## src/rtl/ddpu_pkg.sv

```systemverilog
`timescale 1ns / 1ps

package ddpu_pkg;

    // cordic
    localparam int CORDIC_STEPS = 24;
    localparam int CORD_IW      = 5;   // index into the 32-entry atan table
    localparam logic signed [33:0] CORDIC_KINV = 34'sd163008219;  // 1/gain, Q28
    localparam logic signed [34:0] ONE_Q28     = 35'sd268435456;

    // atan(2^-i) in turns, Q0.32
    localparam logic [31:0] ATAN_TURNS [32] = '{
        32'h20000000, 32'h12E4051E, 32'h09FB385B, 32'h051111D4,
        32'h028B0D43, 32'h0145D7E1, 32'h00A2F61E, 32'h00517C55,
        32'h0028BE53, 32'h00145F2F, 32'h000A2F98, 32'h000517CC,
        32'h00028BE6, 32'h000145F3, 32'h0000A2FA, 32'h0000517D,
        32'h000028BE, 32'h0000145F, 32'h00000A30, 32'h00000518,
        32'h0000028C, 32'h00000146, 32'h000000A3, 32'h00000051,
        32'h00000029, 32'h00000014, 32'h0000000A, 32'h00000005,
        32'h00000003, 32'h00000001, 32'h00000001, 32'h00000000
    };

    // pi/180 in Q0.32
    localparam logic signed [63:0] DEG_TO_RAD_Q32 = 64'sd74961321;

    // serial multiplier: 64x64 magnitudes, one 8-bit digit per cycle
    localparam int MUL_W     = 64;
    localparam int PROD_W    = 2 * MUL_W;
    localparam int MUL_DIGIT = 8;
    localparam int MUL_STEPS = MUL_W / MUL_DIGIT;

    // restoring divider
    localparam int DIV_NW = 80;
    localparam int DIV_DW = 64;

    // integer square root, two radicand bits per step
    localparam int SQRT_W     = 64;
    localparam int SQRT_STEPS = SQRT_W / 2;

    typedef enum logic [1:0] {
        ST_IDLE,
        ST_ISSUE,
        ST_WAIT,
        ST_FINISH
    } state_t;

    typedef enum logic [4:0] {
        SP_V1, SP_V2, SP_SQA, SP_SQB, SP_SQRT,
        SP_NX, SP_NY, SP_D1, SP_D2, SP_TLX, SP_TLY, SP_TRX, SP_TRY,
        SP_P, SP_Q, SP_CORD, SP_E1, SP_E2, SP_E3, SP_E4,
        SP_RLXM, SP_RLXD, SP_RLYM, SP_RLYD, SP_RRXM, SP_RRXD, SP_RRYM, SP_RRYD
    } step_t;

    typedef struct packed {
        logic mul;
        logic div;
        logic sqrt;
        logic cord;
    } unit_sel_t;

    function automatic unit_sel_t unit_of(input step_t s);
        unit_sel_t r;
        r = '0;
        unique case (s) inside
            SP_NX, SP_NY, SP_Q, SP_RLXD, SP_RLYD, SP_RRXD, SP_RRYD: r.div = 1'b1;
            SP_SQRT: r.sqrt = 1'b1;
            SP_CORD: r.cord = 1'b1;
            default: r.mul = 1'b1;
        endcase
        return r;
    endfunction

endpackage

```

## src/rtl/ddpu_div.sv

```systemverilog
`timescale 1ns / 1ps

// restoring divider, one quotient bit per cycle, truncates toward zero
module ddpu_div (
    input  logic                         aclk,
    input  logic                         aresetn,
    input  logic                         start,
    input  logic [ddpu_pkg::DIV_NW-1:0]  num_mag,
    input  logic                         num_neg,
    input  logic [ddpu_pkg::DIV_DW-1:0]  den_mag,
    input  logic                         den_neg,
    output logic                         done,
    output logic signed [63:0]           quot
);

    localparam int CW = $clog2(ddpu_pkg::DIV_NW);

    logic                          busy_reg, done_reg;
    logic [CW-1:0]                 cnt_reg;
    logic [ddpu_pkg::DIV_DW-1:0]   rem_reg, den_reg;
    logic [ddpu_pkg::DIV_NW-1:0]   nq_reg;
    logic                          neg_reg;
    logic [ddpu_pkg::DIV_DW:0]     trial, diff;
    logic                          ge;

    assign trial = {rem_reg, nq_reg[ddpu_pkg::DIV_NW-1]};
    assign diff  = trial - {1'b0, den_reg};
    assign ge    = trial >= {1'b0, den_reg};

    always_ff @(posedge aclk) begin
        if (!aresetn) begin
            busy_reg <= 1'b0;
            done_reg <= 1'b0;
            cnt_reg  <= '0;
        end else begin
            done_reg <= 1'b0;
            if (start) begin
                busy_reg <= 1'b1;
                cnt_reg  <= '0;
            end else if (busy_reg) begin
                cnt_reg <= cnt_reg + 1'b1;
                if (cnt_reg == CW'(ddpu_pkg::DIV_NW - 1)) begin
                    busy_reg <= 1'b0;
                    done_reg <= 1'b1;
                end
            end
        end
    end

    always_ff @(posedge aclk) begin
        if (start) begin
            rem_reg <= '0;
            nq_reg  <= num_mag;
            den_reg <= den_mag;
            neg_reg <= num_neg ^ den_neg;
        end else if (busy_reg) begin
            rem_reg <= ge ? diff[ddpu_pkg::DIV_DW-1:0] : trial[ddpu_pkg::DIV_DW-1:0];
            nq_reg  <= {nq_reg[ddpu_pkg::DIV_NW-2:0], ge};
        end
    end

    assign done = done_reg;
    assign quot = neg_reg ? -$signed(nq_reg[63:0]) : $signed(nq_reg[63:0]);

endmodule

```

## config.mk

```make
export PLATFORM = sky130hd
export DESIGN_NAME = ddpu_div
export DESIGN_NICKNAME = d
export VERILOG_FILES = /design/src/rtl/ddpu_pkg.sv /design/src/rtl/ddpu_div.sv
export SDC_FILE = /design/constraint.sdc
export NUM_CORES = 1
export LEC_CHECK = 0
export BUFFER_PORTS_ARGS = -buffer_cell sky130_fd_sc_hd__buf_2
export CORE_MARGIN = 2
export CORE_UTILIZATION = 25
export DETAILED_ROUTE_END_ITERATION = 12
export PLACE_DENSITY_LB_ADDON = 0.25
export SETUP_SLACK_MARGIN = 0.2
export SLEW_MARGIN = 40
export SYNTH_ARGS = -nofsm -noshare
export SYNTH_HDL_FRONTEND = slang
export SYNTH_SLANG_ARGS = --single-unit
```

## constraint.sdc

```tcl
create_clock -name aclk -period 5.2 [get_ports aclk]
set_input_delay 0.78 -clock aclk [delete_from_list [all_inputs] [get_ports aclk]]
set_output_delay 0.78 -clock aclk [all_outputs]
set_load 0.02 [all_outputs]
```

==> impl_metrics.py <==
metrics = {
    "global_route": {
        "grt_max_degree": 119,
        "grt_pass1_wl_um": 62000,
        "grtUsageTotal_pct": 13.3,
        "grt_pass1_vias": 11300,
        "grt_overflow_total": 0,
        "grt_antenna_before_repair": 5,
    },
    "pwr": {
        "ir_drop_mv": 0.216,
        "pwr-share-comb_pct": 26.4,
        "power.density_nw_per_um2": 321,
        "p_sw_share_pct": 31.8,
        "p_leak_nw": 7.02,
        "p_int_mw": 3.72,
        "p_switching_mw": 1.74,
        "fin_total_pwr_mw": 5.46,
        "clock_power_share_pct": 34.1,
        "power_frac_seq_pct": 39.5,
    },
    "timing": {
        "rsz0062_at_grt": "true",
        "finalCritPeriodShare_pct": 99.9,
        "slew_headroom_pct": 38.9,
        "fin_skew_ns": 0.0175,
        "finalHoldViolCount": 0,
        "whs_ns": 0.394,
        "worst_slew_pin_slew_ns": 0.893,
        "fin_crit_ns": 5.20,
        "finalSetupViolations": 0,
        "timing.fmax_mhz": 192,
        "slew_violations": 0,
    },
    "routing": {
        "viasPerCell": 4.72,
        "vias": 11500,
        "wire_per_inst_um": 16.2,
        "drt_iter0_drc": 545,
        "drc_errors": 0,
        "routed_wl_um": 39400,
        "firstDrtPassIters": 6,
        "ant_nets": 0,
    },
    "synthesis": {
        "ys_top_cells_by_area": "edfxtp_1 (31%), dfxtp_1 (10%), mux2_2 (6.2%)",
        "avgSynthCellArea_um2": 9.53,
        "netlist.top_cell.by_area": "edfxtp_1",
        "ys_ff_latch": 218,
        "synth_commonest_cells": "edfxtp_1 (145), nor2_1 (134), a21oi_1 (109)",
        "synthesis.nets": 1682,
        "synth.most_common_cell": "edfxtp_1",
        "async_reset_ff_share_pct": 0,
        "synth-edff-count": 145,
        "ys_warn_count": 0,
        "synth_top_area_share_pct": 31.2,
        "yosysSeqAreaShare_pct": 41.6,
        "yosysUniqueCellTypes": 69,
        "netlist_instances": 1466,
        "synthFlopType": "edfxtp_1",
        "synth_area_um2": 14000,
    },
    "critical_path": {
        "cp_top_family": "simple AND/OR/NAND/NOR gates",
        "reg2reg_from": "den_reg[8]",
        "crit_chain": "or3_4 > or4_4 > or3_4 > or3_4 > or3_4 > or3_4 > or4_4 > buf_4 > o41ai_4 > xnor2_1 > buf_4",
        "cp-startpoint": "nq_reg[4]",
        "crit_arrival_ns": 4.42,
        "startpoint_type": "flip-flop",
        "endpoint": "quot[50]",
        "critPathKind": "flip-flop to primary output",
        "r2r_end": "rem_reg[55]",
        "cp_common_cell": "or3_4",
        "cp.depth": 11,
        "cpPeakStageDelay_ns": 0.50,
        "cp_num_buf_inv": 2,
        "path_max_fanout": 6,
        "required_ns": 4.42,
        "ff2ff_setup_slack_ns": 1.16,
        "crit_slowest_cell": "or4_4",
        "crit_path_end_kind": "primary output",
        "reg2reg_depth": 14,
    },
    "cells_and_area": {
        "largest_reg_flops": 80,
        "n_fill_cell": 5784,
        "area_growth_pct": 21.7,
        "layout.nets": 1874,
        "drive_gt1_share_pct": 24.4,
    },
    "min_path": {
        "hp-class": "input port to flip-flop",
        "holdPathStages": 1,
        "hold_start": "den_mag[25]",
    },
    "floorplan": {
        "initial_utilization_pct": 25.3,
        "die_h_um": 240,
        "dieWidth_um": 240,
        "die_area_um2": 57800,
        "coreArea_um2": 55200,
        "rows": 86,
        "ios": 214,
    },
    "clocking": {
        "root_buffer": "clkbuf_16",
        "cts_max_level": 1,
        "numCtsBuffers": 28,
        "cts_hold_buffers": 0,
        "cts_tree": "yes",
        "cts_buffer_depth": 3,
        "cts.sinks": 218,
        "clock_latency_ns": 0.56,
        "clk_pin_slew_ns": 0.06,
    },
    "placement": {
        "dp_hpwl_um": 29400,
        "gp_congestion": 0.846,
        "portBuffers": 213,
    },
    "run_status": {
        "outcome": "complete, no violations",
    },
    "flow_run": {
        "max_cap_viol_count": 0,
    },
}
## final cells by class
class	instances	area, um^2	share of cell area [%]
flip-flops and latches	218	5820	34.2
multi-input cells	1082	7670	45.1
well taps	748	936	5.50
repair buffers	242	1370	8.06
inverters	86	324	1.91
clock buffers	39	785	4.61
clock inverters	13	97.6	0.574
diodes	1	2.50	0.0147
## metrics by stage
step	util (%)	worst slack [ns]	setup TNS [ns]	instances	instance area, um^2
global placement	28.6	0.436	0	2358	15800
global route	30.8	-0.129	-1.15	2428	17000
finish	30.8	0.00405	0	2429	17000
CTS	30.5	-0.0418	-0.138	2421	16900
detailed placement	28.6	0.373	0	2358	15800
floorplan	-	0.622	0	1466	14000
## cell usage in the layout, fill, tap and decap left out, types with 10 or more instances in the layout
cell       instances
o21a_1            10
nor2_1           134
nor3_1            24
or3_4             10
nand2b_1          12
buf_2            197
dfxtp_1           72
a21o_1            45
clkbuf_16         30
mux2i_1           19
inv_1             82
a211oi_1          53
and3_1            10
o21ai_0           74
o31ai_1           21
xnor2_1           79
nand4_1           23
buf_4             40
mux2_2            77
nand3_1           17
o21bai_1          14
edfxtp_1         145
ha_1              65
nand2_1          101
a21oi_1          109
xor2_1            42
## what timing repair did
| item | 4_1_cts | 5_1_grt |
|---|---|---|
| pin swaps | 5 | 5 |
| setup buffers | 11 | 7 |
| setup endpoints to repair | 27 | 27 |
| resized for setup | 21 | 26 |
## logic make-up (layout without fill, tap and decap cells)
| logic type | Yosys count | in the layout | synth area share, % |
|---|---|---|---|
| other cells | 0 | 1 | 0 |
| mux | 96 | 96 | 7.57 |
| xor+xnor | 121 | 121 | 7.58 |
| compound gates | 406 | 406 | 19.1 |
| buf+inv | 166 | 380 | 4.54 |
| simple gates | 392 | 392 | 13.5 |
| flops | 218 | 218 | 41.6 |
| fa+ha+maj | 67 | 67 | 6.05 |
## power groups by stage
stage          sequential (mW)  combinational (mW)  clock [mW]
6_report                  2.15                1.44        1.86
5_1_grt                   2.17                1.60        2.01
4_1_cts                   2.15                1.43        1.94
3_5_place_dp              2.19                1.41           0
3_3_place_gp              2.18                1.40           0
2_1_floorplan             2.14                1.02           0
## metal layers
layer  part of all wire, %  track usage, %  wire, um
met5                  0.13               0        53
met4                   2.4            3.69       926
met2                    46            21.9     18000
met3                   6.0            2.66      2380
met1                    46            17.6     18000
## worst min-delay path by stage
| stage | to | slack, ns |
|---|---|---|
| final | den_reg[25] | 0.39 |
| after global routing | den_reg[31] | 0.36 |
| after CTS | den_reg[53] | 0.35 |
| after detailed placement | rem_reg[53] | 0.49 |
| after global placement | cnt_reg[6] | 0.47 |
| after floorplan | rem_reg[54] | 0.45 |
Power figures use the tool's default switching activity.
