`config.mk`:
```
export PLATFORM = sky130hd
export DESIGN_NAME = ddpu_mul
export DESIGN_NICKNAME = d
export VERILOG_FILES = /design/src/rtl/ddpu_pkg.sv /design/src/rtl/ddpu_mul.sv
export SDC_FILE = /design/constraint.sdc
export NUM_CORES = 2
export LEC_CHECK = 0
export BUFFER_PORTS_ARGS = -buffer_cell sky130_fd_sc_hd__buf_2
export CORE_MARGIN = 2
export CORE_UTILIZATION = 60
export CTS_BUF_LIST = sky130_fd_sc_hd__clkbuf_4 sky130_fd_sc_hd__clkbuf_8
export CTS_CLUSTER_DIAMETER = 150
export DETAILED_ROUTE_END_ITERATION = 8
export PLACE_DENSITY = 0.88
export SETUP_SLACK_MARGIN = 0.15
export SYNTH_ARGS = -nofsm -noshare
export SYNTH_HDL_FRONTEND = slang
export SYNTH_SLANG_ARGS = --single-unit
```
`constraint.sdc`:
```
create_clock -name aclk -period 10.04 [get_ports aclk]
set_clock_uncertainty 0.15 [all_clocks]
set_input_delay 1.004 -clock aclk [delete_from_list [all_inputs] [get_ports aclk]]
set_output_delay 1.004 -clock aclk [all_outputs]
set_load 0.1 [all_outputs]
```
`src/rtl/ddpu_pkg.sv`:
```
`timescale 1ns / 1ps

package ddpu_pkg;

    // cordic
    localparam int CORDIC_STEPS = 24;
    localparam int CORD_IW      = 5;   // index into the 32-entry atan table
    localparam logic signed [33:0] CORDIC_KINV = 34'sd163008219;  // 1/gain, Q28
    localparam logic signed [34:0] ONE_Q28     = 35'sd268435456;

    // atan(2^-i) in turns, Q0.32
    localparam logic [31:0] ATAN_TURNS [32] = '{
        32'h20000000, 32'h12E4051E, 32'h09FB385B, 32'h051111D4,
        32'h028B0D43, 32'h0145D7E1, 32'h00A2F61E, 32'h00517C55,
        32'h0028BE53, 32'h00145F2F, 32'h000A2F98, 32'h000517CC,
        32'h00028BE6, 32'h000145F3, 32'h0000A2FA, 32'h0000517D,
        32'h000028BE, 32'h0000145F, 32'h00000A30, 32'h00000518,
        32'h0000028C, 32'h00000146, 32'h000000A3, 32'h00000051,
        32'h00000029, 32'h00000014, 32'h0000000A, 32'h00000005,
        32'h00000003, 32'h00000001, 32'h00000001, 32'h00000000
    };

    // pi/180 in Q0.32
    localparam logic signed [63:0] DEG_TO_RAD_Q32 = 64'sd74961321;

    // serial multiplier: 64x64 magnitudes, one 8-bit digit per cycle
    localparam int MUL_W     = 64;
    localparam int PROD_W    = 2 * MUL_W;
    localparam int MUL_DIGIT = 8;
    localparam int MUL_STEPS = MUL_W / MUL_DIGIT;

    // restoring divider
    localparam int DIV_NW = 80;
    localparam int DIV_DW = 64;

    // integer square root, two radicand bits per step
    localparam int SQRT_W     = 64;
    localparam int SQRT_STEPS = SQRT_W / 2;

    typedef enum logic [1:0] {
        ST_IDLE,
        ST_ISSUE,
        ST_WAIT,
        ST_FINISH
    } state_t;

    typedef enum logic [4:0] {
        SP_V1, SP_V2, SP_SQA, SP_SQB, SP_SQRT,
        SP_NX, SP_NY, SP_D1, SP_D2, SP_TLX, SP_TLY, SP_TRX, SP_TRY,
        SP_P, SP_Q, SP_CORD, SP_E1, SP_E2, SP_E3, SP_E4,
        SP_RLXM, SP_RLXD, SP_RLYM, SP_RLYD, SP_RRXM, SP_RRXD, SP_RRYM, SP_RRYD
    } step_t;

    typedef struct packed {
        logic mul;
        logic div;
        logic sqrt;
        logic cord;
    } unit_sel_t;

    function automatic unit_sel_t unit_of(input step_t s);
        unit_sel_t r;
        r = '0;
        unique case (s) inside
            SP_NX, SP_NY, SP_Q, SP_RLXD, SP_RLYD, SP_RRXD, SP_RRYD: r.div = 1'b1;
            SP_SQRT: r.sqrt = 1'b1;
            SP_CORD: r.cord = 1'b1;
            default: r.mul = 1'b1;
        endcase
        return r;
    endfunction

endpackage

```
`src/rtl/ddpu_mul.sv`:
```
`timescale 1ns / 1ps

// sign-magnitude multiplier, one digit of b per cycle, msb first
module ddpu_mul (
    input  logic                              aclk,
    input  logic                              aresetn,
    input  logic                              start,
    input  logic signed [ddpu_pkg::MUL_W-1:0] a,
    input  logic signed [ddpu_pkg::MUL_W-1:0] b,
    output logic                              done,
    output logic [ddpu_pkg::PROD_W-1:0]       mag,
    output logic                              neg
);

    localparam int CW = $clog2(ddpu_pkg::MUL_STEPS);

    logic                                  busy_reg, done_reg;
    logic [CW-1:0]                         cnt_reg;
    logic [ddpu_pkg::MUL_W-1:0]            a_mag_reg, b_sh_reg;
    logic [ddpu_pkg::PROD_W-1:0]           acc_reg;
    logic                                  neg_reg;
    logic [ddpu_pkg::MUL_W-1:0]            a_mag, b_mag;
    logic [ddpu_pkg::MUL_W+ddpu_pkg::MUL_DIGIT-1:0] pp;

    assign a_mag = a[ddpu_pkg::MUL_W-1] ? (~a + 1'b1) : a;
    assign b_mag = b[ddpu_pkg::MUL_W-1] ? (~b + 1'b1) : b;
    assign pp    = a_mag_reg * b_sh_reg[ddpu_pkg::MUL_W-1 -: ddpu_pkg::MUL_DIGIT];

    always_ff @(posedge aclk) begin
        if (!aresetn) begin
            busy_reg <= 1'b0;
            done_reg <= 1'b0;
            cnt_reg  <= '0;
        end else begin
            done_reg <= 1'b0;
            if (start) begin
                busy_reg <= 1'b1;
                cnt_reg  <= '0;
            end else if (busy_reg) begin
                cnt_reg <= cnt_reg + 1'b1;
                if (cnt_reg == CW'(ddpu_pkg::MUL_STEPS - 1)) begin
                    busy_reg <= 1'b0;
                    done_reg <= 1'b1;
                end
            end
        end
    end

    always_ff @(posedge aclk) begin
        if (start) begin
            a_mag_reg <= a_mag;
            b_sh_reg  <= b_mag;
            acc_reg   <= '0;
            neg_reg   <= a[ddpu_pkg::MUL_W-1] ^ b[ddpu_pkg::MUL_W-1];
        end else if (busy_reg) begin
            acc_reg  <= {acc_reg[ddpu_pkg::PROD_W-ddpu_pkg::MUL_DIGIT-1:0],
                         {ddpu_pkg::MUL_DIGIT{1'b0}}} + ddpu_pkg::PROD_W'(pp);
            b_sh_reg <= {b_sh_reg[ddpu_pkg::MUL_W-ddpu_pkg::MUL_DIGIT-1:0],
                         {ddpu_pkg::MUL_DIGIT{1'b0}}};
        end
    end

    assign done = done_reg;
    assign mag  = acc_reg;
    assign neg  = neg_reg;

endmodule

```
==> summary.txt <==
Detailed routing
  • 1st-iter DRT viols: 2688
  • DRC Markers: 0
  • Routed WL: 89400 microns
  • Post-route ant nets: 0
  • Post-DR wirelength/cell: 20.6 microns
  • Routed vias: 26147
  • Via density: 6.03
  • Drt pass-1 iters: 6

Clock tree
  • CTS Buffer Depth: 3
  • CTS root buffer: clkbuf_8
  • Cts hold-fix bufs: 0
  • CTS clock-pin slew for the worst setup and hold paths: 60 ps
  • H-Tree Depth: 2
  • # resized after CTS: 0
  • Clock sink count: 262
  • Num CTS Buffers: 49
  • # Post-CTS Setup Buffers: 0
  • CTS tree: yes
  • Clock Latency Late Sink: 670 ps

Logic synthesis
  • Cells after Synth: 3458
  • Syn Nets: 4128
  • Asr flop ratio synth: 0
  • Yosys warning count: 0
  • Register area share after synthesis: 0.210
  • Mean Syn Cell Area: 9.01 sq um
  • Syn Std Cell Area: 31200 sq um
  • Most common flop cell mapped by yosys: dfxtp_1
  • EDFF count, synth: 129
  • Register bit total from synthesis: 262
  • Post-synthesis cell type count: 78

Worst setup path
  • Crit-path cells: buf_4 -> and2_1 -> fa_1 -> fa_1 -> fa_1 -> inv_1 -> fa_1 -> inv_1 -> ha_1 -> inv_1 -> or4_1 -> a211oi_1 -> nor3_1 -> o31a_1 -> o21ai_1 -> nand2_1 -> or3_1 -> a311oi_1
  • End of the worst register-to-register path: mag[102]$_SDFFE_PP0P_
  • Reg2reg path depth: 18
  • Slowest stage cell, crit path: edfxtp_1
  • Worst Path Class, Setup: flip-flop to flip-flop
  • Most used cell, CP: fa_1
  • Crit path DAT: 8380 ps
  • Worst setup SP type: flip-flop
  • Worst-path maximum fanout: 35
  • FF-to-FF Start: b_sh_reg[61]$_DFFE_PP_
  • Worst path max stage delay: 1240 ps
  • Setup crit end kind: flip-flop
  • Critical Path RT: 10460 ps
  • R2r setup slk: 2080 ps

Placement
  • PortBufs: 260
  • HPWL after DPL: 67300 microns
  • Place WS: 2280 ps
  • Placer Congestion: 0.960

Min path
  • Critical hold path startpoint: mag[126]$_SDFFE_PP0P_
  • Hold Crit Class: flip-flop to flip-flop
  • Hold Crit Endpoint: mag[126]$_SDFFE_PP0P_
  • Worst hold stages: 2

Cells and area
  • Largest register FFs: 128
  • Final core utilization: 0.661
  • Seq. cell area: 6540 sq um
  • Multi-input gate area: 22200 sq um
  • Layout cell share with drive strength beyond 1: 0.112
  • NumNets Final: 4283
  • Fillers: 4002
  • Area Overhead vs Synth: 8.84%

Timing
  • Final number of max-transition violations: 0
  • Max Clk Rate: 126 MHz
  • Final setup violation count: 0
  • Hold_ws: 335 ps
  • Shortest period the worst path allows: 7960 ps
  • Worst-Margin Slew: 1320 ps
  • Final period utilization: 0.793
  • RSZ-0062 raised after global routing: false
  • Slew headroom: 0.119
  • Setup ws final: 2080 ps
  • Final Hold Viols: 0
  • Setup TNS: 0 ps

Global routing
  • Grt total ovfl: 0
  • Initial antenna violation count: 16
  • First-pass GRT wire length: 144000 microns
  • Vias in the first global route: 26895
  • GRT Overall Usage: 0.340
  • Largest net degree at the start of global routing: 96

Floorplanning
  • Die Span Y: 232 microns
  • Chip width: 232 microns
  • # IOs: 261
  • Core area: 51300 sq um
  • Initial Util: 0.607
  • Die area: 53800 sq um
  • Rows: 83

Job
  • Max Cap Viol: 0

Status
  • Status: completed
critical path: cells and delay by family, from the launching register on:
family	cells	cell delay (ps)
AND/OR/NAND/NOR	5	1600
AO/OA/AOI/OAI	4	1700
buffers and inverters	4	680
adder cells (fa/ha/maj)	5	2480
flip-flops	1	1240
how the worst max path moves through the flow:
stage,start,to,slack (ps)
global route,b_sh_reg[61]$_DFFE_PP_,mag[102]$_SDFFE_PP0P_,1800
finish,b_sh_reg[61]$_DFFE_PP_,mag[102]$_SDFFE_PP0P_,2080
CTS,b_sh_reg[61]$_DFFE_PP_,mag[102]$_SDFFE_PP0P_,2260
floorplan,mag[16]$_SDFFE_PP0P_,mag[127]$_SDFFE_PP0P_,3820
global placement,b_sh_reg[61]$_DFFE_PP_,mag[102]$_SDFFE_PP0P_,2460
detailed placement,b_sh_reg[61]$_DFFE_PP_,mag[102]$_SDFFE_PP0P_,2280
synth_stat cells (53+ instances only):
library cell  count  area (sq um)
nand3_1          55           275
fa_1            435          8710
inv_1           459          1720
a21oi_1         168           841
edfxtp_1        129          3870
nand4_1          53           332
nor2_1          201           754
xor2_1           91           797
dfxtp_1         133          2660
xnor2_1         124          1090
nand2_1         294          1100
o21ai_0         111           556
ha_1            104          1300
clkbuf_1        161           604
and2_1          400          2500
cells by family after synthesis:
group                      share of synthesized area
AOI/OAI and AO/OA                              0.112
adders and majority gates                      0.321
muxes                                         0.0145
buffers and inverters                         0.0773
DFF                                            0.210
and+or+nand+nor                                0.204
xor gates and xnor gates                      0.0604
routing by layer:
layer  track usage  vias to the layer above  part of all wire
li1              -                    11620                 -
met1         0.435                    12680              0.37
met2         0.547                     1479              0.47
met3        0.0792                      344              0.11
met4         0.158                       24             0.051
met5             0                        -            0.0017
cell type report:
type / count / share of cell area
diodes: 3 / 0.000221
clock buffers: 71 / 0.0268
clock inverters: 20 / 0.00561
inverters: 460 / 0.0510
multi-input cells: 2559 / 0.655
flip-flops and latches: 262 / 0.193
well taps: 680 / 0.0251
repair buffers: 281 / 0.0433
per-stage QoR:
stage / std cells / area, sq um
global placement: 4242 / 32800
CTS: 4333 / 33900
global route: 4336 / 33900
finish: 4336 / 33900
floorplan: 3458 / 31200
detailed placement: 4242 / 32800
layout by cell type (no fill, tap or decap), drive strengths merged, types with 17 or more instances in the layout:
master and n:
nor3 32, mux2i 44, o21bai 17, xor2 91, or4 18, and2 400, nand3 55, or3 36
nor2 202, and3 37, a21o 26, nand2 295, xnor2 124, dfxtp 133, nand2b 18, o21ai 137
buf 281, a21oi 168, nand4 55, fa 435, a211oi 37, edfxtp 129, ha 104, clkbuf 71
inv 461, o31ai 46
Power is left out: the tool's default activity adds up to more than one toggle a clock period on the data nets, which glitch-free logic cannot reach.
