--- src/rtl/ddpu_pkg.sv ---
`timescale 1ns / 1ps

package ddpu_pkg;

    // cordic
    localparam int CORDIC_STEPS = 24;
    localparam int CORD_IW      = 5;   // index into the 32-entry atan table
    localparam logic signed [33:0] CORDIC_KINV = 34'sd163008219;  // 1/gain, Q28
    localparam logic signed [34:0] ONE_Q28     = 35'sd268435456;

    // atan(2^-i) in turns, Q0.32
    localparam logic [31:0] ATAN_TURNS [32] = '{
        32'h20000000, 32'h12E4051E, 32'h09FB385B, 32'h051111D4,
        32'h028B0D43, 32'h0145D7E1, 32'h00A2F61E, 32'h00517C55,
        32'h0028BE53, 32'h00145F2F, 32'h000A2F98, 32'h000517CC,
        32'h00028BE6, 32'h000145F3, 32'h0000A2FA, 32'h0000517D,
        32'h000028BE, 32'h0000145F, 32'h00000A30, 32'h00000518,
        32'h0000028C, 32'h00000146, 32'h000000A3, 32'h00000051,
        32'h00000029, 32'h00000014, 32'h0000000A, 32'h00000005,
        32'h00000003, 32'h00000001, 32'h00000001, 32'h00000000
    };

    // pi/180 in Q0.32
    localparam logic signed [63:0] DEG_TO_RAD_Q32 = 64'sd74961321;

    // serial multiplier: 64x64 magnitudes, one 8-bit digit per cycle
    localparam int MUL_W     = 64;
    localparam int PROD_W    = 2 * MUL_W;
    localparam int MUL_DIGIT = 8;
    localparam int MUL_STEPS = MUL_W / MUL_DIGIT;

    // restoring divider
    localparam int DIV_NW = 80;
    localparam int DIV_DW = 64;

    // integer square root, two radicand bits per step
    localparam int SQRT_W     = 64;
    localparam int SQRT_STEPS = SQRT_W / 2;

    typedef enum logic [1:0] {
        ST_IDLE,
        ST_ISSUE,
        ST_WAIT,
        ST_FINISH
    } state_t;

    typedef enum logic [4:0] {
        SP_V1, SP_V2, SP_SQA, SP_SQB, SP_SQRT,
        SP_NX, SP_NY, SP_D1, SP_D2, SP_TLX, SP_TLY, SP_TRX, SP_TRY,
        SP_P, SP_Q, SP_CORD, SP_E1, SP_E2, SP_E3, SP_E4,
        SP_RLXM, SP_RLXD, SP_RLYM, SP_RLYD, SP_RRXM, SP_RRXD, SP_RRYM, SP_RRYD
    } step_t;

    typedef struct packed {
        logic mul;
        logic div;
        logic sqrt;
        logic cord;
    } unit_sel_t;

    function automatic unit_sel_t unit_of(input step_t s);
        unit_sel_t r;
        r = '0;
        unique case (s) inside
            SP_NX, SP_NY, SP_Q, SP_RLXD, SP_RLYD, SP_RRXD, SP_RRYD: r.div = 1'b1;
            SP_SQRT: r.sqrt = 1'b1;
            SP_CORD: r.cord = 1'b1;
            default: r.mul = 1'b1;
        endcase
        return r;
    endfunction

endpackage

--- src/rtl/ddpu_cordic.sv ---
`timescale 1ns / 1ps

// rotation-mode cordic, angle in turns Q0.32, cos/sin in Q28
module ddpu_cordic (
    input  logic               aclk,
    input  logic               aresetn,
    input  logic               start,
    input  logic [31:0]        ang,
    output logic               done,
    output logic signed [33:0] cos_q,
    output logic signed [33:0] sin_q
);

    localparam int IW = ddpu_pkg::CORD_IW;

    logic                busy_reg, done_reg;
    logic [IW-1:0]       cnt_reg;
    logic signed [33:0]  x_reg, y_reg, z_reg;
    logic signed [33:0]  z0, dx, dy, at;

    assign z0 = 34'($signed(ang));
    assign dx = y_reg >>> cnt_reg;
    assign dy = x_reg >>> cnt_reg;
    assign at = $signed(34'(ddpu_pkg::ATAN_TURNS[cnt_reg]));

    always_ff @(posedge aclk) begin
        if (!aresetn) begin
            busy_reg <= 1'b0;
            done_reg <= 1'b0;
            cnt_reg  <= '0;
        end else begin
            done_reg <= 1'b0;
            if (start) begin
                busy_reg <= 1'b1;
                cnt_reg  <= '0;
            end else if (busy_reg) begin
                cnt_reg <= cnt_reg + 1'b1;
                if (cnt_reg == IW'(ddpu_pkg::CORDIC_STEPS - 1)) begin
                    busy_reg <= 1'b0;
                    done_reg <= 1'b1;
                end
            end
        end
    end

    always_ff @(posedge aclk) begin
        if (start) begin
            y_reg <= '0;
            // fold past a quarter turn by half a turn
            if (z0 > 34'sd1073741824) begin
                z_reg <= z0 - 34'sd2147483648;
                x_reg <= -ddpu_pkg::CORDIC_KINV;
            end else if (z0 < -34'sd1073741824) begin
                z_reg <= z0 + 34'sd2147483648;
                x_reg <= -ddpu_pkg::CORDIC_KINV;
            end else begin
                z_reg <= z0;
                x_reg <= ddpu_pkg::CORDIC_KINV;
            end
        end else if (busy_reg) begin
            if (!z_reg[33]) begin
                x_reg <= x_reg - dx;
                y_reg <= y_reg + dy;
                z_reg <= z_reg - at;
            end else begin
                x_reg <= x_reg + dx;
                y_reg <= y_reg - dy;
                z_reg <= z_reg + at;
            end
        end
    end

    assign done  = done_reg;
    assign cos_q = x_reg;
    assign sin_q = y_reg;

endmodule

--- config.mk ---
export PLATFORM = sky130hd
export DESIGN_NAME = ddpu_cordic
export DESIGN_NICKNAME = d
export VERILOG_FILES = /design/src/rtl/ddpu_pkg.sv /design/src/rtl/ddpu_cordic.sv
export SDC_FILE = /design/constraint.sdc
export NUM_CORES = 1
export LEC_CHECK = 0
export BUFFER_PORTS_ARGS = -buffer_cell sky130_fd_sc_hd__buf_4
export CAP_MARGIN = 25
export CORE_ASPECT_RATIO = 1.5
export CORE_MARGIN = 10
export CORE_UTILIZATION = 50
export CTS_CLUSTER_DIAMETER = 120
export DETAILED_ROUTE_END_ITERATION = 8
export PLACE_DENSITY = 0.68
export RECOVER_POWER = 25
export SKIP_LAST_GASP = 1
export SYNTH_ARGS = -nofsm -noshare
export SYNTH_HDL_FRONTEND = slang
export SYNTH_SLANG_ARGS = --single-unit
--- constraint.sdc ---
create_clock -name aclk -period 12.9 [get_ports aclk]
set_input_delay 2.58 -clock aclk [delete_from_list [all_inputs] [get_ports aclk]]
set_output_delay 2.58 -clock aclk [all_outputs]
set_load 0.005 [all_outputs]
==> results.md <==
Status:
- The run finished, with violations left.
- The final reports fail on capacitance limit, slew limit.

Clock network:
- In this run the clock root is driven by a sky130_fd_sc_hd__clkbuf_16.
- TritonCTS built the clock tree.
- The number of setup buffers added after CTS is 0.
- Buffers inserted during clock tree synthesis total 9.
- The tree built by TritonCTS fans out to 109 sinks.
- The clock network latency to the later pin of the worst-skew pair is 400 ps.
- Counting along the longest clock path gives a buffer depth of 2.
- For this design, the CTS-stage hold fixing added 0 buffers.
- The maximum level of the CTS H-tree is 3.
- Post-CTS repair changed the size of 0 cells.
- Clock-pin slew was measured on the worst setup and hold paths at 90 ps.

Floorplan:
- Measured along the x axis, the die boundary spans 168 um.
- The floorplan step defined a die boundary enclosing 40900 um^2.
- Measured along the y axis, the die boundary spans 243 um.
- 104 I/O pins were placed.
- The floorplan has 81 rows.
- The placeable core region is 32600 um^2.
- The initial utilization of the core area, before any placement, comes to 50.7%.

Power:
- Internal power comes to 2.51 mW.
- The share of power burned in combinational logic is 76.6%.
- In this run the power spent charging and discharging nets is 2.74 mW.
- For this design the static power due to leakage is 7.09 nW.
- The switching portion of total power is 52.2%.
- In this run, the clock network consumes 6.1% of the power.
- Of the total power, registers draw 17.3%.
- In this run the power density over the cells is 296 nW/um^2.
- The worst-case IR drop observed on VDD is 0.000189 V.

Critical path:
- The worst setup path is of the flop to flop kind.
- For the worst setup path, the data required time is 12920 ps.
- Of all nets on the critical path, the largest fanout is 65.
- The worst setup path is launched from a flop.
- The most numerous cell type found on the critical path is sky130_fd_sc_hd__a21oi_1.
- The element type at the critical path end is a flop.
- Traced cell by cell, the critical path runs through buf_4 > inv_1 > ha_1 > nand2_1 > a21oi_1 > a32o_1 > nor2_1 > and3_1 > and2_1 > and3_1 > a21oi_1 > xor2_1 > ha_1 > a21o_1 > a211oi_1 > o2111ai_1 > nand3_1 > a31oi_1 > and4_1 > a2111oi_0 > a21oi_1 > xor2_1 > o21ai_0.
- The arrival time at the worst endpoint is 8080 ps.
- Among all stages on the critical path, the largest delay is contributed by sky130_fd_sc_hd__dfxtp_4.
- On the worst path, the slowest cell contributes a delay of 940 ps.

Yosys:
- The sequential area share after synthesis is 17.3%.
- Sorting the synthesized cells by area gives the leading types as sky130_fd_sc_hd__edfxtp_1 12%, sky130_fd_sc_hd__mux4_2 9.9%, sky130_fd_sc_hd__ha_1 8.6%, sky130_fd_sc_hd__a21oi_1 5.1%, sky130_fd_sc_hd__dfxtp_1 5.0%.
- The number of distinct standard cells referenced by the synthesized netlist is 99.
- The count of synthesis-stage warnings from yosys is 0.
- The biggest area consumer among synthesized cells is sky130_fd_sc_hd__edfxtp_1.
- The synthesized design contains 109 register bits.
- The proportion of register bits with asynchronous set or reset after synthesis is 0%.
- The top cell type by area accounts for 12.4% of the synthesized area.
- Counting flops with a built-in enable in the synthesized netlist gives 68.
- The average size of a mapped cell is 8.34 um^2.
- For this run, the leading register cell type out of synthesis is sky130_fd_sc_hd__edfxtp_1.
- After technology mapping, the gate count stands at 1983.
- Counting every net in the synthesized netlist gives 2134.
- In this run the cell area of the synthesized design comes to 16500 um^2.

STA:
- The worst slew slack as a fraction of its limit is -113%.
- Counting I/O delays and the setup requirement, the final critical path takes 8060 ps.
- The post-route fraction of the period consumed by the critical path is 62.5%.
- Between clock sinks in the finished design, the worst skew comes to 16.2 ps.
- The post-route worst hold slack is 580 ps.
- The number of pins with negative max-slew slack in the final report is 82.
- For the pin with the worst max-slew slack, the measured transition is 3190 ps.
- The timing-limited maximum frequency is 0.124 GHz.
- The final setup TNS is 0 ps.
- Setup repair after global routing left no endpoint under its margin.
- The count of final hold-check violations is 0.
- Setup violations remaining at the end of the flow were counted as 0.

Min path:
- The path class of the tightest hold or removal check is flop to flop.

Routing:
- The routed length on met2 is 29900 um.
- The DRC violation count after routing is 0.
- After detailed routing, the number of vias per cell comes to 6.83.
- In the detailed route, the total length drawn on met3 is 4990 um.
- The final layout contains routed wiring with a total length of 64900 um.
- The via total after detailed routing is 16.6k.
- In this run the remaining antenna-violating nets after routing total 0.
- For this run, the detailed router's first-pass iteration total came to 6.
- The number of DRC markers in iteration 0 is 1607.
- After detailed routing, the average wire length per cell comes to 26.8 um.
- After detailed routing, no signal wire sits above met4.
- The detailed-routing wirelength on met1 is 25900 um.

Layout:
- The share of final-layout standard cells stronger than drive strength 1 is 15.0%.
- The leading cell type in the layout, fill and taps excluded is sky130_fd_sc_hd__nor2_1.
- The final layout contains 2154 nets.
- In the layout the commonest cells are 184 x sky130_fd_sc_hd__nor2_1, 179 x sky130_fd_sc_hd__nand2_1, 168 x sky130_fd_sc_hd__a21oi_1, 137 x sky130_fd_sc_hd__o21ai_0, 113 x sky130_fd_sc_hd__ha_1.
- Compared with the post-synthesis result, the final layout area differs by 7.37%.

Flow run:
- The tool flagged a number of max-cap violations equal to 1.

Global routing:
- The number of global-route vias before repair was 15.8k.
- The final global-route overflow total is 0.
- Across every metal layer, demand over resource in global routing totals 30.3%.
- The global-route wire length before repair is 97800 um.
- The pin count of the biggest net entering global routing is 82.
- The number of antenna violations at the first check in global routing is 1.

Placed design:
- The placer's final routability congestion estimate is 1.07.
- The HPWL after detailed placement is 49100 um.
- Buffers placed on the I/O ports in this run total 103.
## final cells by class
cell class                 instances  area [um^2]
inverter                          51          191
timing repair buffer             129          918
sequential                       109         2880
clock inverter                     5         52.6
fill                            3087        14900
tap                              415          519
multi-input combinational       1703        12900
antenna                            1         2.50
clock buffer                      11          275
## metal layers
metal | track usage, % | up-vias
li1 | - | 7551
met1 | 37.8 | 7966
met2 | 48.2 | 853
met3 | 5.01 | 186
met4 | 17.9 | 0
met5 | 0 | -
## metrics by stage
stage	utilization (%)	setup slack, ps	instances	instance area [um^2]	power (mW)
after global placement	53.5	5050	2404	17400	4.81
after detailed placement	53.5	5040	2406	17500	4.86
after CTS	54.5	5000	2422	17800	5.20
after global routing	54.4	4300	2424	17700	5.67
final	54.4	4840	2424	17700	5.25
after floorplan	-	6980	1983	16500	3.78
## Yosys cell counts (27+ instances only)
cell                       count
sky130_fd_sc_hd__nor2_1      185
sky130_fd_sc_hd__nand2_1     179
sky130_fd_sc_hd__a21oi_1     168
sky130_fd_sc_hd__o21ai_0     137
sky130_fd_sc_hd__ha_1        113
sky130_fd_sc_hd__xnor2_1      93
sky130_fd_sc_hd__xor2_1       80
sky130_fd_sc_hd__mux2i_1      76
sky130_fd_sc_hd__mux4_2       73
sky130_fd_sc_hd__edfxtp_1     68
sky130_fd_sc_hd__clkbuf_1     61
sky130_fd_sc_hd__inv_1        48
sky130_fd_sc_hd__mux2_2       44
sky130_fd_sc_hd__dfxtp_1      41
sky130_fd_sc_hd__a21o_1       40
sky130_fd_sc_hd__nand3_1      39
sky130_fd_sc_hd__a211oi_1     29
sky130_fd_sc_hd__buf_2        29
sky130_fd_sc_hd__a31oi_1      28
sky130_fd_sc_hd__nor3_1       27
## path summary, 6_finish.rpt
check / from / end / slack (ps) / cells after the start
worst min register to register: sin_q[0] / sin_q[0] / 580 / 2
worst max register to register: cnt_reg[1] / z_reg[33] / 4840 / 23
worst max-delay path: cnt_reg[1] / z_reg[33] / 4840 / 23
worst min-delay path: sin_q[0] / sin_q[0] / 580 / 2
## critical path, delay by kind of cell, from the launching register on
family                     cells  cell delay [ps]
DFF                            1              940
AOI/OAI and AO/OA             10             2820
xor gates and xnor gates       2              440
and+or+nand+nor                7             1290
buffers and inverters          2             1220
adders and majority gates      2              930
## logic make-up (layout without fill, tap and decap cells)
family,after synthesis,count (layout),share of synthesized area [%]
AOI/OAI and AO/OA,623,623,24.7
adders and majority gates,116,116,8.92
buffers and inverters,171,196,4.72
other,0,1,0
and+or+nand+nor,593,593,17.1
xor gates and xnor gates,174,174,9.30
DFF,109,109,17.3
muxes,197,197,18.0
## power groups by stage
stage	Sequential (mW)	Combinational (mW)	Clock [mW]
floorplan	0.738	3.04	0
global placement	0.899	3.91	0
detailed placement	0.901	3.95	0
CTS	0.893	3.98	0.323
global route	0.920	4.41	0.331
finish	0.909	4.02	0.318
Power figures use the tool's default switching activity.
