[config.mk]
export PLATFORM = sky130hd
export DESIGN_NAME = ddpu_sqrt
export DESIGN_NICKNAME = d
export VERILOG_FILES = /design/src/rtl/ddpu_pkg.sv /design/src/rtl/ddpu_sqrt.sv
export SDC_FILE = /design/constraint.sdc
export NUM_CORES = 1
export LEC_CHECK = 0
export ABC_AREA = 1
export BUFFER_PORTS_ARGS = -buffer_cell sky130_fd_sc_hd__buf_4
export CELL_PAD_IN_SITES_DETAIL_PLACEMENT = 1
export CELL_PAD_IN_SITES_GLOBAL_PLACEMENT = 2
export CORE_ASPECT_RATIO = 0.9
export CORE_MARGIN = 2
export CORE_UTILIZATION = 31
export CTS_BUF_LIST = sky130_fd_sc_hd__clkbuf_4 sky130_fd_sc_hd__clkbuf_8
export CTS_CLUSTER_DIAMETER = 150
export CTS_CLUSTER_SIZE = 30
export DETAILED_ROUTE_END_ITERATION = 8
export PLACE_DENSITY = 0.89
export SYNTH_ARGS = -nofsm -noshare
export SYNTH_HDL_FRONTEND = slang
export SYNTH_SLANG_ARGS = --single-unit
export TNS_END_PERCENT = 1
[constraint.sdc]
create_clock -name aclk -period 5.7 [get_ports aclk]
set_clock_uncertainty 0.05 [all_clocks]
set_input_delay 1.14 -clock aclk [delete_from_list [all_inputs] [get_ports aclk]]
set_output_delay 1.14 -clock aclk [all_outputs]
set_load 0.01 [all_outputs]
[src/rtl/ddpu_pkg.sv]
`timescale 1ns / 1ps

package ddpu_pkg;

    // cordic
    localparam int CORDIC_STEPS = 24;
    localparam int CORD_IW      = 5;   // index into the 32-entry atan table
    localparam logic signed [33:0] CORDIC_KINV = 34'sd163008219;  // 1/gain, Q28
    localparam logic signed [34:0] ONE_Q28     = 35'sd268435456;

    // atan(2^-i) in turns, Q0.32
    localparam logic [31:0] ATAN_TURNS [32] = '{
        32'h20000000, 32'h12E4051E, 32'h09FB385B, 32'h051111D4,
        32'h028B0D43, 32'h0145D7E1, 32'h00A2F61E, 32'h00517C55,
        32'h0028BE53, 32'h00145F2F, 32'h000A2F98, 32'h000517CC,
        32'h00028BE6, 32'h000145F3, 32'h0000A2FA, 32'h0000517D,
        32'h000028BE, 32'h0000145F, 32'h00000A30, 32'h00000518,
        32'h0000028C, 32'h00000146, 32'h000000A3, 32'h00000051,
        32'h00000029, 32'h00000014, 32'h0000000A, 32'h00000005,
        32'h00000003, 32'h00000001, 32'h00000001, 32'h00000000
    };

    // pi/180 in Q0.32
    localparam logic signed [63:0] DEG_TO_RAD_Q32 = 64'sd74961321;

    // serial multiplier: 64x64 magnitudes, one 8-bit digit per cycle
    localparam int MUL_W     = 64;
    localparam int PROD_W    = 2 * MUL_W;
    localparam int MUL_DIGIT = 8;
    localparam int MUL_STEPS = MUL_W / MUL_DIGIT;

    // restoring divider
    localparam int DIV_NW = 80;
    localparam int DIV_DW = 64;

    // integer square root, two radicand bits per step
    localparam int SQRT_W     = 64;
    localparam int SQRT_STEPS = SQRT_W / 2;

    typedef enum logic [1:0] {
        ST_IDLE,
        ST_ISSUE,
        ST_WAIT,
        ST_FINISH
    } state_t;

    typedef enum logic [4:0] {
        SP_V1, SP_V2, SP_SQA, SP_SQB, SP_SQRT,
        SP_NX, SP_NY, SP_D1, SP_D2, SP_TLX, SP_TLY, SP_TRX, SP_TRY,
        SP_P, SP_Q, SP_CORD, SP_E1, SP_E2, SP_E3, SP_E4,
        SP_RLXM, SP_RLXD, SP_RLYM, SP_RLYD, SP_RRXM, SP_RRXD, SP_RRYM, SP_RRYD
    } step_t;

    typedef struct packed {
        logic mul;
        logic div;
        logic sqrt;
        logic cord;
    } unit_sel_t;

    function automatic unit_sel_t unit_of(input step_t s);
        unit_sel_t r;
        r = '0;
        unique case (s) inside
            SP_NX, SP_NY, SP_Q, SP_RLXD, SP_RLYD, SP_RRXD, SP_RRYD: r.div = 1'b1;
            SP_SQRT: r.sqrt = 1'b1;
            SP_CORD: r.cord = 1'b1;
            default: r.mul = 1'b1;
        endcase
        return r;
    endfunction

endpackage

[src/rtl/ddpu_sqrt.sv]
`timescale 1ns / 1ps

// floor(sqrt(n)), bit-pair method
module ddpu_sqrt (
    input  logic                        aclk,
    input  logic                        aresetn,
    input  logic                        start,
    input  logic [ddpu_pkg::SQRT_W-1:0] n,
    output logic                        done,
    output logic [ddpu_pkg::SQRT_W/2-1:0] root
);

    localparam int CW = $clog2(ddpu_pkg::SQRT_STEPS);
    localparam int SW = $clog2(ddpu_pkg::SQRT_W);

    logic                        busy_reg, done_reg;
    logic [CW-1:0]               cnt_reg;
    logic [ddpu_pkg::SQRT_W-1:0] rem_reg, r_reg;
    logic [ddpu_pkg::SQRT_W-1:0] bitv, trial;
    logic [SW-1:0]               sh;

    assign sh    = SW'(ddpu_pkg::SQRT_W - 2) - {cnt_reg, 1'b0};
    assign bitv  = {{(ddpu_pkg::SQRT_W-1){1'b0}}, 1'b1} << sh;
    assign trial = r_reg + bitv;

    always_ff @(posedge aclk) begin
        if (!aresetn) begin
            busy_reg <= 1'b0;
            done_reg <= 1'b0;
            cnt_reg  <= '0;
        end else begin
            done_reg <= 1'b0;
            if (start) begin
                busy_reg <= 1'b1;
                cnt_reg  <= '0;
            end else if (busy_reg) begin
                cnt_reg <= cnt_reg + 1'b1;
                if (cnt_reg == CW'(ddpu_pkg::SQRT_STEPS - 1)) begin
                    busy_reg <= 1'b0;
                    done_reg <= 1'b1;
                end
            end
        end
    end

    always_ff @(posedge aclk) begin
        if (start) begin
            rem_reg <= n;
            r_reg   <= '0;
        end else if (busy_reg) begin
            if (rem_reg >= trial) begin
                rem_reg <= rem_reg - trial;
                r_reg   <= (r_reg >> 1) + bitv;
            end else begin
                r_reg   <= r_reg >> 1;
            end
        end
    end

    assign done = done_reg;
    assign root = r_reg[ddpu_pkg::SQRT_W/2-1:0];

endmodule

==> results of run 1 <==
worst max-delay path, cell delays in order, from the launching register on:
cell	delay, ns
dfxtp_1	0.45
buf_4	0.29
nand3_1	0.16
nor2_1	0.40
ha_1	0.38
nand2_1	0.13
o21ai_0	0.14
a21oi_1	0.33
o21ai_0	0.21
a21oi_1	0.16
nand2_1	0.18
xor2_1	0.24
ha_1	0.47
nand2_1	0.11
nor2_1	0.14
inv_2	0.08
nor2_1	0.15
nand2_1	0.13
nor2_4	0.14
nand4_2	0.14
nand3_4	0.15
nand2_1	0.12
nand2_2	0.25
buf_12	0.23
per-stage QoR:
step | setup TNS [ns] | cells | worst slack, ns | hold WS, ns
after floorplan | 0 | 3250 | 0.473 | 0.413
after global placement | 0 | 4123 | 0.0572 | 0.443
after detailed placement | -2.74 | 4123 | -0.101 | 0.444
after CTS | 0 | 4154 | 0.0112 | 0.455
after global routing | -1.73 | 4166 | -0.104 | 0.480
final | 0 | 4166 | 0.146 | 0.450
how the worst min path moves through the flow:
stage	start	end	slack, ns
2_1_floorplan	r_reg[0]	r_reg[0]	0.41
6_report	r_reg[0]	r_reg[0]	0.45
3_3_place_gp	r_reg[0]	r_reg[0]	0.44
4_1_cts	r_reg[0]	r_reg[0]	0.46
5_1_grt	r_reg[0]	r_reg[0]	0.48
3_5_place_dp	r_reg[0]	r_reg[0]	0.44
per-layer routing:
metal  up-vias  track usage
met5         -            0
met4         0       0.0646
met3        81       0.0463
met2       699        0.430
met1     10700        0.393
li1      10800            -
kinds of logic after synthesis:
group / count (synthesis) / synth area share
xor gates and xnor gates: 68 / 0.0323
adders and majority gates: 134 / 0.0915
DFF: 135 / 0.182
and+or+nand+nor: 1704 / 0.383
AOI/OAI and AO/OA: 636 / 0.186
buffers and inverters: 573 / 0.125
cell usage after synthesis (all sizes together), types with 7 or more instances:
cell type,n
o211ai,7
ha,133
a21o,7
o21ai,272
nand3b,17
a31oi,15
xor2,39
nor3,59
clkbuf,35
nor2,437
a21boi,9
nand3,203
a211oi,7
nor4,20
or2,26
dfxtp,71
xnor2,29
a21oi,272
o21a,13
nand4,31
inv,486
nand2,902
buf,52
o21bai,18
edfxtp,64
area by class of cell:
type | instances | share of cell area
multi-input combinational | 2542 | 0.614
sequential | 135 | 0.158
inverter | 486 | 0.0864
timing repair buffer | 195 | 0.0745
tap | 774 | 0.0458
clock buffer | 19 | 0.0124
clock inverter | 12 | 0.00828
antenna | 3 | 0.000355
power by group through the flow:
stage | Combinational (W) | Clock [W] | Sequential [W]
after floorplan | 0.00282 | 0 | 0.00147
after global placement | 0.00417 | 0 | 0.00157
after detailed placement | 0.00425 | 0 | 0.00157
after CTS | 0.00428 | 0.00102 | 0.00155
after global routing | 0.00487 | 0.00105 | 0.00157
final | 0.00443 | 0.00101 | 0.00155
what timing repair did:
action                                  in CTS  in global routing
gates resized for setup                      3                 70
pin swaps                                    0                  2
endpoints found under the setup margin      99                148
cloned                                       0                  1
buffers inserted                             0                  8
==> metrics, run 1 <==
Vias 22300; Post-synth EDFFs 64; CP required 5.95 ns; P_int 0.00337 W; commonest non-fill, non-tap cells in the layout 895 x nand2_1, 475 x inv_1, 426 x nor2_1; DP Area 0.0204 mm²; routed length per placed instance 20.9 µm; Final Core Density 0.361; worst setup path startpoint cnt_reg[3]; Core Region 0.0585 mm²; largest cells by area after synthesis nand2_1 18%, edfxtp_1 10%, inv_1 9.8%; port bufs 99; most common cell after layout, fill and taps aside nand2_1; period utilization 0.974; Seq cells post-synth 135; fraction of power spent switching nets 0.518; CTS root buffer clkbuf_8; Die Ht 235 µm; Max Fanout on Critical Path 23; critical path endpoint rem_reg[49]; routed wire length 87.1 mm; Final Max Slew Viols 0; GRT overflow 0; # Max-Cap Violations 0; Seq pwr share 0.222; Hold Crit Class register to register; die area 0.0614 mm²; HPWL Detailed 72.9 mm; layout cells sized above 1 0.0947; Mapped Cells 3250; multi-input logic area 0.0130 mm²; Comb pwr share 0.634; die width 261 µm; wl on met1 41.0 mm; drt initial violations 2065; share of Yosys cell area claimed by the top area cell type 0.183; final hold vios 0; sequential fraction of the synthesis area 0.182; hold buffer count at CTS 0; unrepaired setup endpoints after global routing true; clock-pin slew of the registers on the worst-case setup and hold paths 0.09 ns; Leak 8.70 nW; CTS buffer count 17; Final Cell Area 0.0212 mm²; yosys warns 0; R2R Path Start cnt_reg[3]; Starting Density 0.315; distinct cell type count after synthesis 55; Final setup viols 0; syn nets 3451; met2 WL 38.2 mm; post-route ant nets 0; status finished clean; Worst Hold Depth 2; CTS tree built; startpoint class of the critical path register; Power Total 0.00699 W; Switching Power 0.00362 W; Sequential Area 0.00334 mm²; # H-tree levels 4; Detailed Routing Iterations Pass 1 5; Worst Setup End Kind register; drc violations 0; P&R area growth vs syn 14.9%; clock sinks 135; Worst VDD drop 0.168 mV; number of antenna violations at the first check in global routing 2; fmax 0.180 GHz; minimum clock period 5.55 ns; predominant post-synthesis flop cell dfxtp_1; I/O pin cnt 100; CP arrival 5.81 ns; largest net degree at the start of global routing 71; vias per cell 5.36; DR WL met3 6.02 mm; final-layout fill cell count 8041; Rows 84; clk_lat worst skew 0.60 ns; Final GP Congestion 0.996; first-pass GRT wire length 129 mm; Post-Synthesis Cell Area 0.0184 mm²; Slew headroom 0.238; clock buffer depth 2; Final #Nets 3578; R2R Setup Slk 0.15 ns; power per cell area 330 mW/mm²; CP Class register to register; Highest Signal Layer met4; Reg2Reg Depth 23; Total GRT Usage 0.276; cell taking the most area after synthesis nand2_1; Syn Area/Cell 5.67 µm²; vias in the first global route 21300; worst slew pin tran 1.13 ns; Async SR Flop Fraction 0; clock network fraction of total power 0.144; RR Endpoint rem_reg[49]
Power figures use the tool's default switching activity.
==> run 2: changes to the inputs <==
--- a/config.mk
+++ b/config.mk
@@ -5,18 +5,17 @@
 export SDC_FILE = /design/constraint.sdc
 export NUM_CORES = 1
 export LEC_CHECK = 0
-export ABC_AREA = 1
 export BUFFER_PORTS_ARGS = -buffer_cell sky130_fd_sc_hd__buf_4
 export CELL_PAD_IN_SITES_DETAIL_PLACEMENT = 1
 export CELL_PAD_IN_SITES_GLOBAL_PLACEMENT = 2
 export CORE_ASPECT_RATIO = 0.9
 export CORE_MARGIN = 2
-export CORE_UTILIZATION = 31
+export CORE_UTILIZATION = 34
 export CTS_BUF_LIST = sky130_fd_sc_hd__clkbuf_4 sky130_fd_sc_hd__clkbuf_8
 export CTS_CLUSTER_DIAMETER = 150
 export CTS_CLUSTER_SIZE = 30
 export DETAILED_ROUTE_END_ITERATION = 8
-export PLACE_DENSITY = 0.89
+export PLACE_DENSITY = 0.88
 export SYNTH_ARGS = -nofsm -noshare
 export SYNTH_HDL_FRONTEND = slang
 export SYNTH_SLANG_ARGS = --single-unit
==> metrics, run 2 <==
cell taking the most area after synthesis edfxtp_1; most common cell after layout, fill and taps aside buf_4; Leak 8.30 nW (-4.5%); Post-synth EDFFs 64 (unchanged); Worst Setup End Kind register; vias in the first global route 17400 (-18%); # H-tree levels 4 (unchanged); layout cells sized above 1 0.314 (+0.219); Final Max Slew Viols 0 (unchanged); status finished, violations left; final-layout fill cell count 5312 (-34%); fmax 0.162 GHz (-9.8%); port bufs 99 (unchanged); slowest stage cell, crit path a2111oi_4; count leader, synth nand2_1; yosys warns 0 (unchanged); distinct cell type count after synthesis 83 (+51%); Syn Area/Cell 7.54 µm² (+33%); drc violations 0 (unchanged); Core Region 0.0439 mm² (-25%); clock buffer depth 2 (unchanged); post-placement setup slack -0.813 ns (-0.713 ns); first-pass GRT wire length 98.7 mm (-23%); Final #Nets 2539 (-29%); clock sinks 135 (unchanged); Hold Crit Class register to register; unrepaired setup endpoints after global routing true; largest net degree at the start of global routing 86 (+21%); routed length per placed instance 22.3 µm (+6.6%); failing checks negative setup slack; number of antenna violations at the first check in global routing 0 (-2); CTS buffer count 17 (unchanged); post-route ant nets 0 (unchanged); commonest non-fill, non-tap cells in the layout 457 x buf_4, 219 x nand2_1, 189 x nor2_1; share of Yosys cell area claimed by the top area cell type 0.128 (-0.0557); Starting Density 0.342 (+0.0279); HPWL Detailed 47.7 mm (-35%); P&R area growth vs syn 36.4%; Vias 17200 (-23%); ANT cells 0 (-3); worst slew pin tran 1.09 ns (-0.0428 ns); GRT overflow 0 (unchanged); Final GP Congestion 0.936 (-6.0%); sequential fraction of the synthesis area 0.222 (+0.0406); clock-pin slew of the registers on the worst-case setup and hold paths 0.10 ns (about the same); CP arrival 6.56 ns (+0.75 ns); largest cells by area after synthesis edfxtp_1 13%, ha_1 11%, dfxtp_1 9.4%; Rows 73 (-13%); syn nets 2196 (-36%); Async SR Flop Fraction 0 (unchanged); Seq cells post-synth 135 (unchanged); die width 226 µm (-13%); Max Fanout on Critical Path 7 (-70%); CTS root buffer clkbuf_8; Die Ht 204 µm (-13%); Post-Synthesis Cell Area 0.0150 mm² (-18%); Worst VDD drop 0.185 mV (+10%); Sequential Area 0.00336 mm² (+0.37%); synth cell count leaders 232 x nand2_1, 209 x nor2_1, 150 x o21ai_0; DP Area 0.0184 mm² (-9.9%); max incr delay on CP 0.44 ns (-0.03 ns); Detailed Routing Iterations Pass 1 5 (unchanged); Final WS setup -0.459 ns (-0.605 ns); predominant post-synthesis flop cell dfxtp_1; CP required 6.10 ns (+0.15 ns); startpoint class of the critical path register; clk_lat worst skew 0.57 ns (-0.03 ns); # Max-Cap Violations 0 (unchanged); Final setup viols 145 (+145); Slew headroom 0.273 (+0.0357); multi-input logic area 0.0119 mm² (-8.3%); CTS tree built; power per cell area 419 mW/mm² (+27%); minimum clock period 6.16 ns (+0.605 ns); Final Cell Area 0.0205 mm² (-3.0%); hold buffer count at CTS 0 (unchanged); most frequent CP cell ha_4; Total GRT Usage 0.275 (-0.000920); vias per cell 5.82 (+8.4%); drt initial violations 1389 (-33%); routed wire length 65.7 mm (-25%); die area 0.0459 mm² (-25%); CP Class register to register; period utilization 1.08 (+0.106); Mapped Cells 1995 (-39%); final hold vios 0 (unchanged); I/O pin cnt 100 (unchanged)
-- run 2: path summary, 6_finish.rpt --
kind	startpoint	to	slack, ns	depth (start not counted)
worst min-delay path	r_reg[54]	r_reg[54]	0.54	2
worst max register to register	cnt_reg[1]	r_reg[15]	-0.46	31
worst min register to register	r_reg[54]	r_reg[54]	0.54	2
worst max-delay path	cnt_reg[1]	r_reg[15]	-0.46	31
-- run 2: final cells by class --
cell class / count / area share
tap: 600 / 0.0366
multi-input combinational: 1660 / 0.581
clock inverter: 8 / 0.00933
sequential: 135 / 0.164
clock buffer: 23 / 0.0145
inverter: 38 / 0.00719
timing repair buffer: 486 / 0.188
-- run 2: repair_timing --
item	in CTS	in global routing
setup endpoints to repair	165	165
cloned	3	0
resized for setup	139	126
pin swaps	89	93
setup buffers	38	22
-- run 2: kinds of logic after synthesis --
group	share of synthesized area
AO/OA/AOI/OAI	0.274
XOR/XNOR	0.0966
adder cells (fa/ha/maj)	0.115
buffers and inverters	0.0591
flip-flops	0.222
multiplexers	0.0191
AND/OR/NAND/NOR	0.214
-- run 2: where the power goes --
group,internal [W],total [W],switching [W]
logic,0.00280,0.00595,0.00315
registers,0.00136,0.00158,0.000219
clock network,0.000612,0.00107,0.000455
total,0.00477,0.00859,0.00383
-- run 2: metal layers --
layer / track usage / up-vias / part of all wire
li1: - / 7985 / -
met1: 0.384 / 8499 / 0.47
met2: 0.429 / 545 / 0.45
met3: 0.0383 / 129 / 0.050
met4: 0.101 / 0 / 0.030
met5: 0 / - / 0
-- run 2: stage by stage --
stage          std cells  utilization  hold WS, ns  setup TNS [ns]  total power (W)
2_1_floorplan       1995            -        0.429          -0.115          0.00440
3_3_place_gp        2860        0.418        0.506          -59.30          0.00641
3_5_place_dp        2860        0.418        0.527          -92.45          0.00658
4_1_cts             2932        0.452        0.542          -22.29          0.00829
5_1_grt             2950        0.467        0.562          -74.41          0.00911
6_report            2950        0.467        0.545          -41.26          0.00859
-- run 2: worst max-delay path, delay by kind of cell (launching register included) --
family	cells	cell delay [ns]
fa+ha+maj	5	0.96
xor+xnor	2	0.48
compound gates	8	1.59
simple gates	10	1.55
flops	1	0.38
buf+inv	6	1.01
==> run 3: changes to the inputs <==
--- a/config.mk
+++ b/config.mk
@@ -16,6 +16,7 @@
 export CTS_CLUSTER_SIZE = 30
 export DETAILED_ROUTE_END_ITERATION = 8
 export PLACE_DENSITY = 0.88
+export REMOVE_ABC_BUFFERS = 1
 export SYNTH_ARGS = -nofsm -noshare
 export SYNTH_HDL_FRONTEND = slang
 export SYNTH_SLANG_ARGS = --single-unit
==> metrics, run 3 (same netlist as run 2, synthesis figures left out) <==
fmax 0.164 GHz (+0.70%); max incr delay on CP 0.47 ns (+0.03 ns); vias in the first global route 18000 (+3.2%); post-route ant nets 0 (unchanged); worst setup path startpoint cnt_reg[1]; Final #Nets 2557 (+0.71%); Slew headroom 0.115 (-0.158); routed length per placed instance 21.9 µm (-1.9%); worst slew pin tran 1.29 ns (+0.205 ns); Final Max Slew Viols 0 (unchanged); first-pass GRT wire length 102 mm (+2.9%); clk_lat worst skew 0.54 ns (-0.03 ns); CP required 6.10 ns (about the same); routed wire length 64.9 mm (-1.2%); final-layout fill cell count 5293 (-0.36%); Core Region 0.0439 mm² (unchanged); period utilization 1.07 (-0.00756); Final WS setup -0.416 ns (+0.0431 ns); GRT overflow 0 (unchanged); number of antenna violations at the first check in global routing 0 (unchanged); CTS buffer count 17 (unchanged); # placed instances 2899 (+1.4%); slowest stage cell, crit path a2111oi_4; most common cell after layout, fill and taps aside buf_4; HPWL Detailed 48.0 mm (+0.56%); drt initial violations 1157 (-17%); fraction of power spent switching nets 0.460 (+0.0154); final hold vios 0 (unchanged); port bufs 99 (unchanged); Worst Hold Depth 2 (unchanged); Reg2Reg Depth 30 (-3.2%); Final TNS setup -37.71 ns (+3.55 ns); largest net degree at the start of global routing 85 (-1.2%); Die Ht 204 µm (unchanged); clock sinks 135 (unchanged); Worst Setup End Kind register; R2R Path Start cnt_reg[1]; critical path endpoint r_reg[10]; clock buffer depth 2 (unchanged); Hold Crit Class register to register; Final Cell Area 0.0205 mm² (about the same); minimum clock period 6.12 ns (-0.0431 ns); die area 0.0459 mm² (unchanged); Worst VDD drop 0.211 mV (+14%); Rows 73 (unchanged); clock network fraction of total power 0.105 (-0.019); drc violations 0 (unchanged); Detailed Routing Iterations Pass 1 5 (unchanged); # H-tree levels 4 (unchanged); DP Area 0.0186 mm² (+1.3%); failing checks negative setup slack; commonest non-fill, non-tap cells in the layout 482 x buf_4, 220 x nand2_1, 192 x nor2_1; CP Class register to register; # Max-Cap Violations 0 (unchanged); vias per cell 5.79 (-0.42%); die width 226 µm (unchanged); RR Endpoint r_reg[10]; startpoint class of the critical path register; clock-pin slew of the registers on the worst-case setup and hold paths 0.10 ns (about the same); I/O pin cnt 100 (unchanged); Comb pwr share 0.705 (+0.013); unrepaired setup endpoints after global routing true; P&R area growth vs syn 36.5% (about the same); Seq pwr share 0.190 (+0.006); CTS tree built; P_int 0.00453 W (-5.1%); Max Fanout on Critical Path 7 (unchanged); CTS root buffer clkbuf_8; Switching Power 0.00386 W (+0.99%); Final setup viols 143 (-1.4%); layout cells sized above 1 0.319 (+0.00466); Final Instance Count excl. Fillers 2970 (+0.68%); Vias 17200 (+0.26%); CP arrival 6.52 ns (-0.04 ns); most frequent CP cell buf_4; Final Core Density 0.468 (about the same); R2R Setup Slk -0.42 ns (+0.04 ns); power per cell area 408 mW/mm² (-2.5%); Final GP Congestion 0.944 (+0.90%); Starting Density 0.342 (unchanged); Leak 8.31 nW (about the same); post-placement setup slack -0.976 ns (-0.163 ns); status finished, violations left; Total GRT Usage 0.280 (+0.00497)
-- run 3: changes by cell type in the layout (fill, tap and decap cells not counted), moves of 4 or more --
| cell | delta |
|---|---|
| buf_12 | -4 |
| buf_4 | +25 |
| bufinv_16 | -4 |
| ha_1 | +4 |
| ha_2 | -6 |
| o21ai_0 | -5 |
| o21ai_1 | +5 |
| or3_1 | -4 |
| or3_4 | +4 |
-- run 3: worst min path at each step --
stage / from / slack (ns) / end
2_1_floorplan: r_reg[63] / 0.45 / r_reg[63]
3_3_place_gp: cnt_reg[1] / 0.50 / cnt_reg[1]
3_5_place_dp: r_reg[54] / 0.53 / r_reg[54]
4_1_cts: r_reg[54] / 0.55 / r_reg[54]
5_1_grt: r_reg[30] / 0.58 / r_reg[29]
6_report: r_reg[30] / 0.57 / r_reg[29]
-- run 3: power by group through the flow --
| stage | clock network (W) | logic [W] | registers [W] |
|---|---|---|---|
| floorplan | 0 | 0.00277 | 0.00154 |
| global placement | 0 | 0.00483 | 0.00158 |
| detailed placement | 0 | 0.00502 | 0.00158 |
| CTS | 0.000892 | 0.00567 | 0.00158 |
| global route | 0.000923 | 0.00636 | 0.00162 |
| finish | 0.000883 | 0.00591 | 0.00159 |
-- run 3: layer usage --
| layer | track usage | up-vias | share of wire | wire, µm |
|---|---|---|---|---|
| li1 | - | 8032 | - | - |
| met1 | 0.378 | 8492 | 0.45 | 29300 |
| met5 | 0 | - | 0 | 0 |
| met2 | 0.453 | 532 | 0.46 | 29900 |
| met3 | 0.0298 | 146 | 0.049 | 3170 |
| met4 | 0.115 | 0 | 0.039 | 2510 |
-- run 3: metrics by stage --
stage	total power, W	hold slack, ns
finish	0.00839	0.569
global route	0.00889	0.584
CTS	0.00815	0.548
detailed placement	0.00660	0.528
global placement	0.00640	0.504
floorplan	0.00430	0.454
-- run 3: what timing repair did --
action,CTS,global route
pin swaps,123,53
buffers inserted,31,9
gates resized for setup,194,81
hold buffers,0,0
gates cloned,3,0
endpoints found under the setup margin,167,165
-- run 3: layout make-up --
type,instances,area [µm²],area share
sequential,135,3360,0.163
inverter,38,143,0.00694
tap,600,751,0.0365
clock inverter,12,125,0.00609
multi-input combinational,1660,12000,0.583
antenna,1,2.50,0.000122
timing repair buffer,504,3910,0.191
clock buffer,20,269,0.0131
-- run 3: critical path, delay by kind of cell (launching register included) --
| family | cells | cell delay, ns |
|---|---|---|
| AOI/OAI and AO/OA | 11 | 2.38 |
| buffers and inverters | 7 | 1.15 |
| DFF | 1 | 0.39 |
| xor gates and xnor gates | 1 | 0.15 |
| and+or+nand+nor | 6 | 0.98 |
| adders and majority gates | 5 | 0.91 |
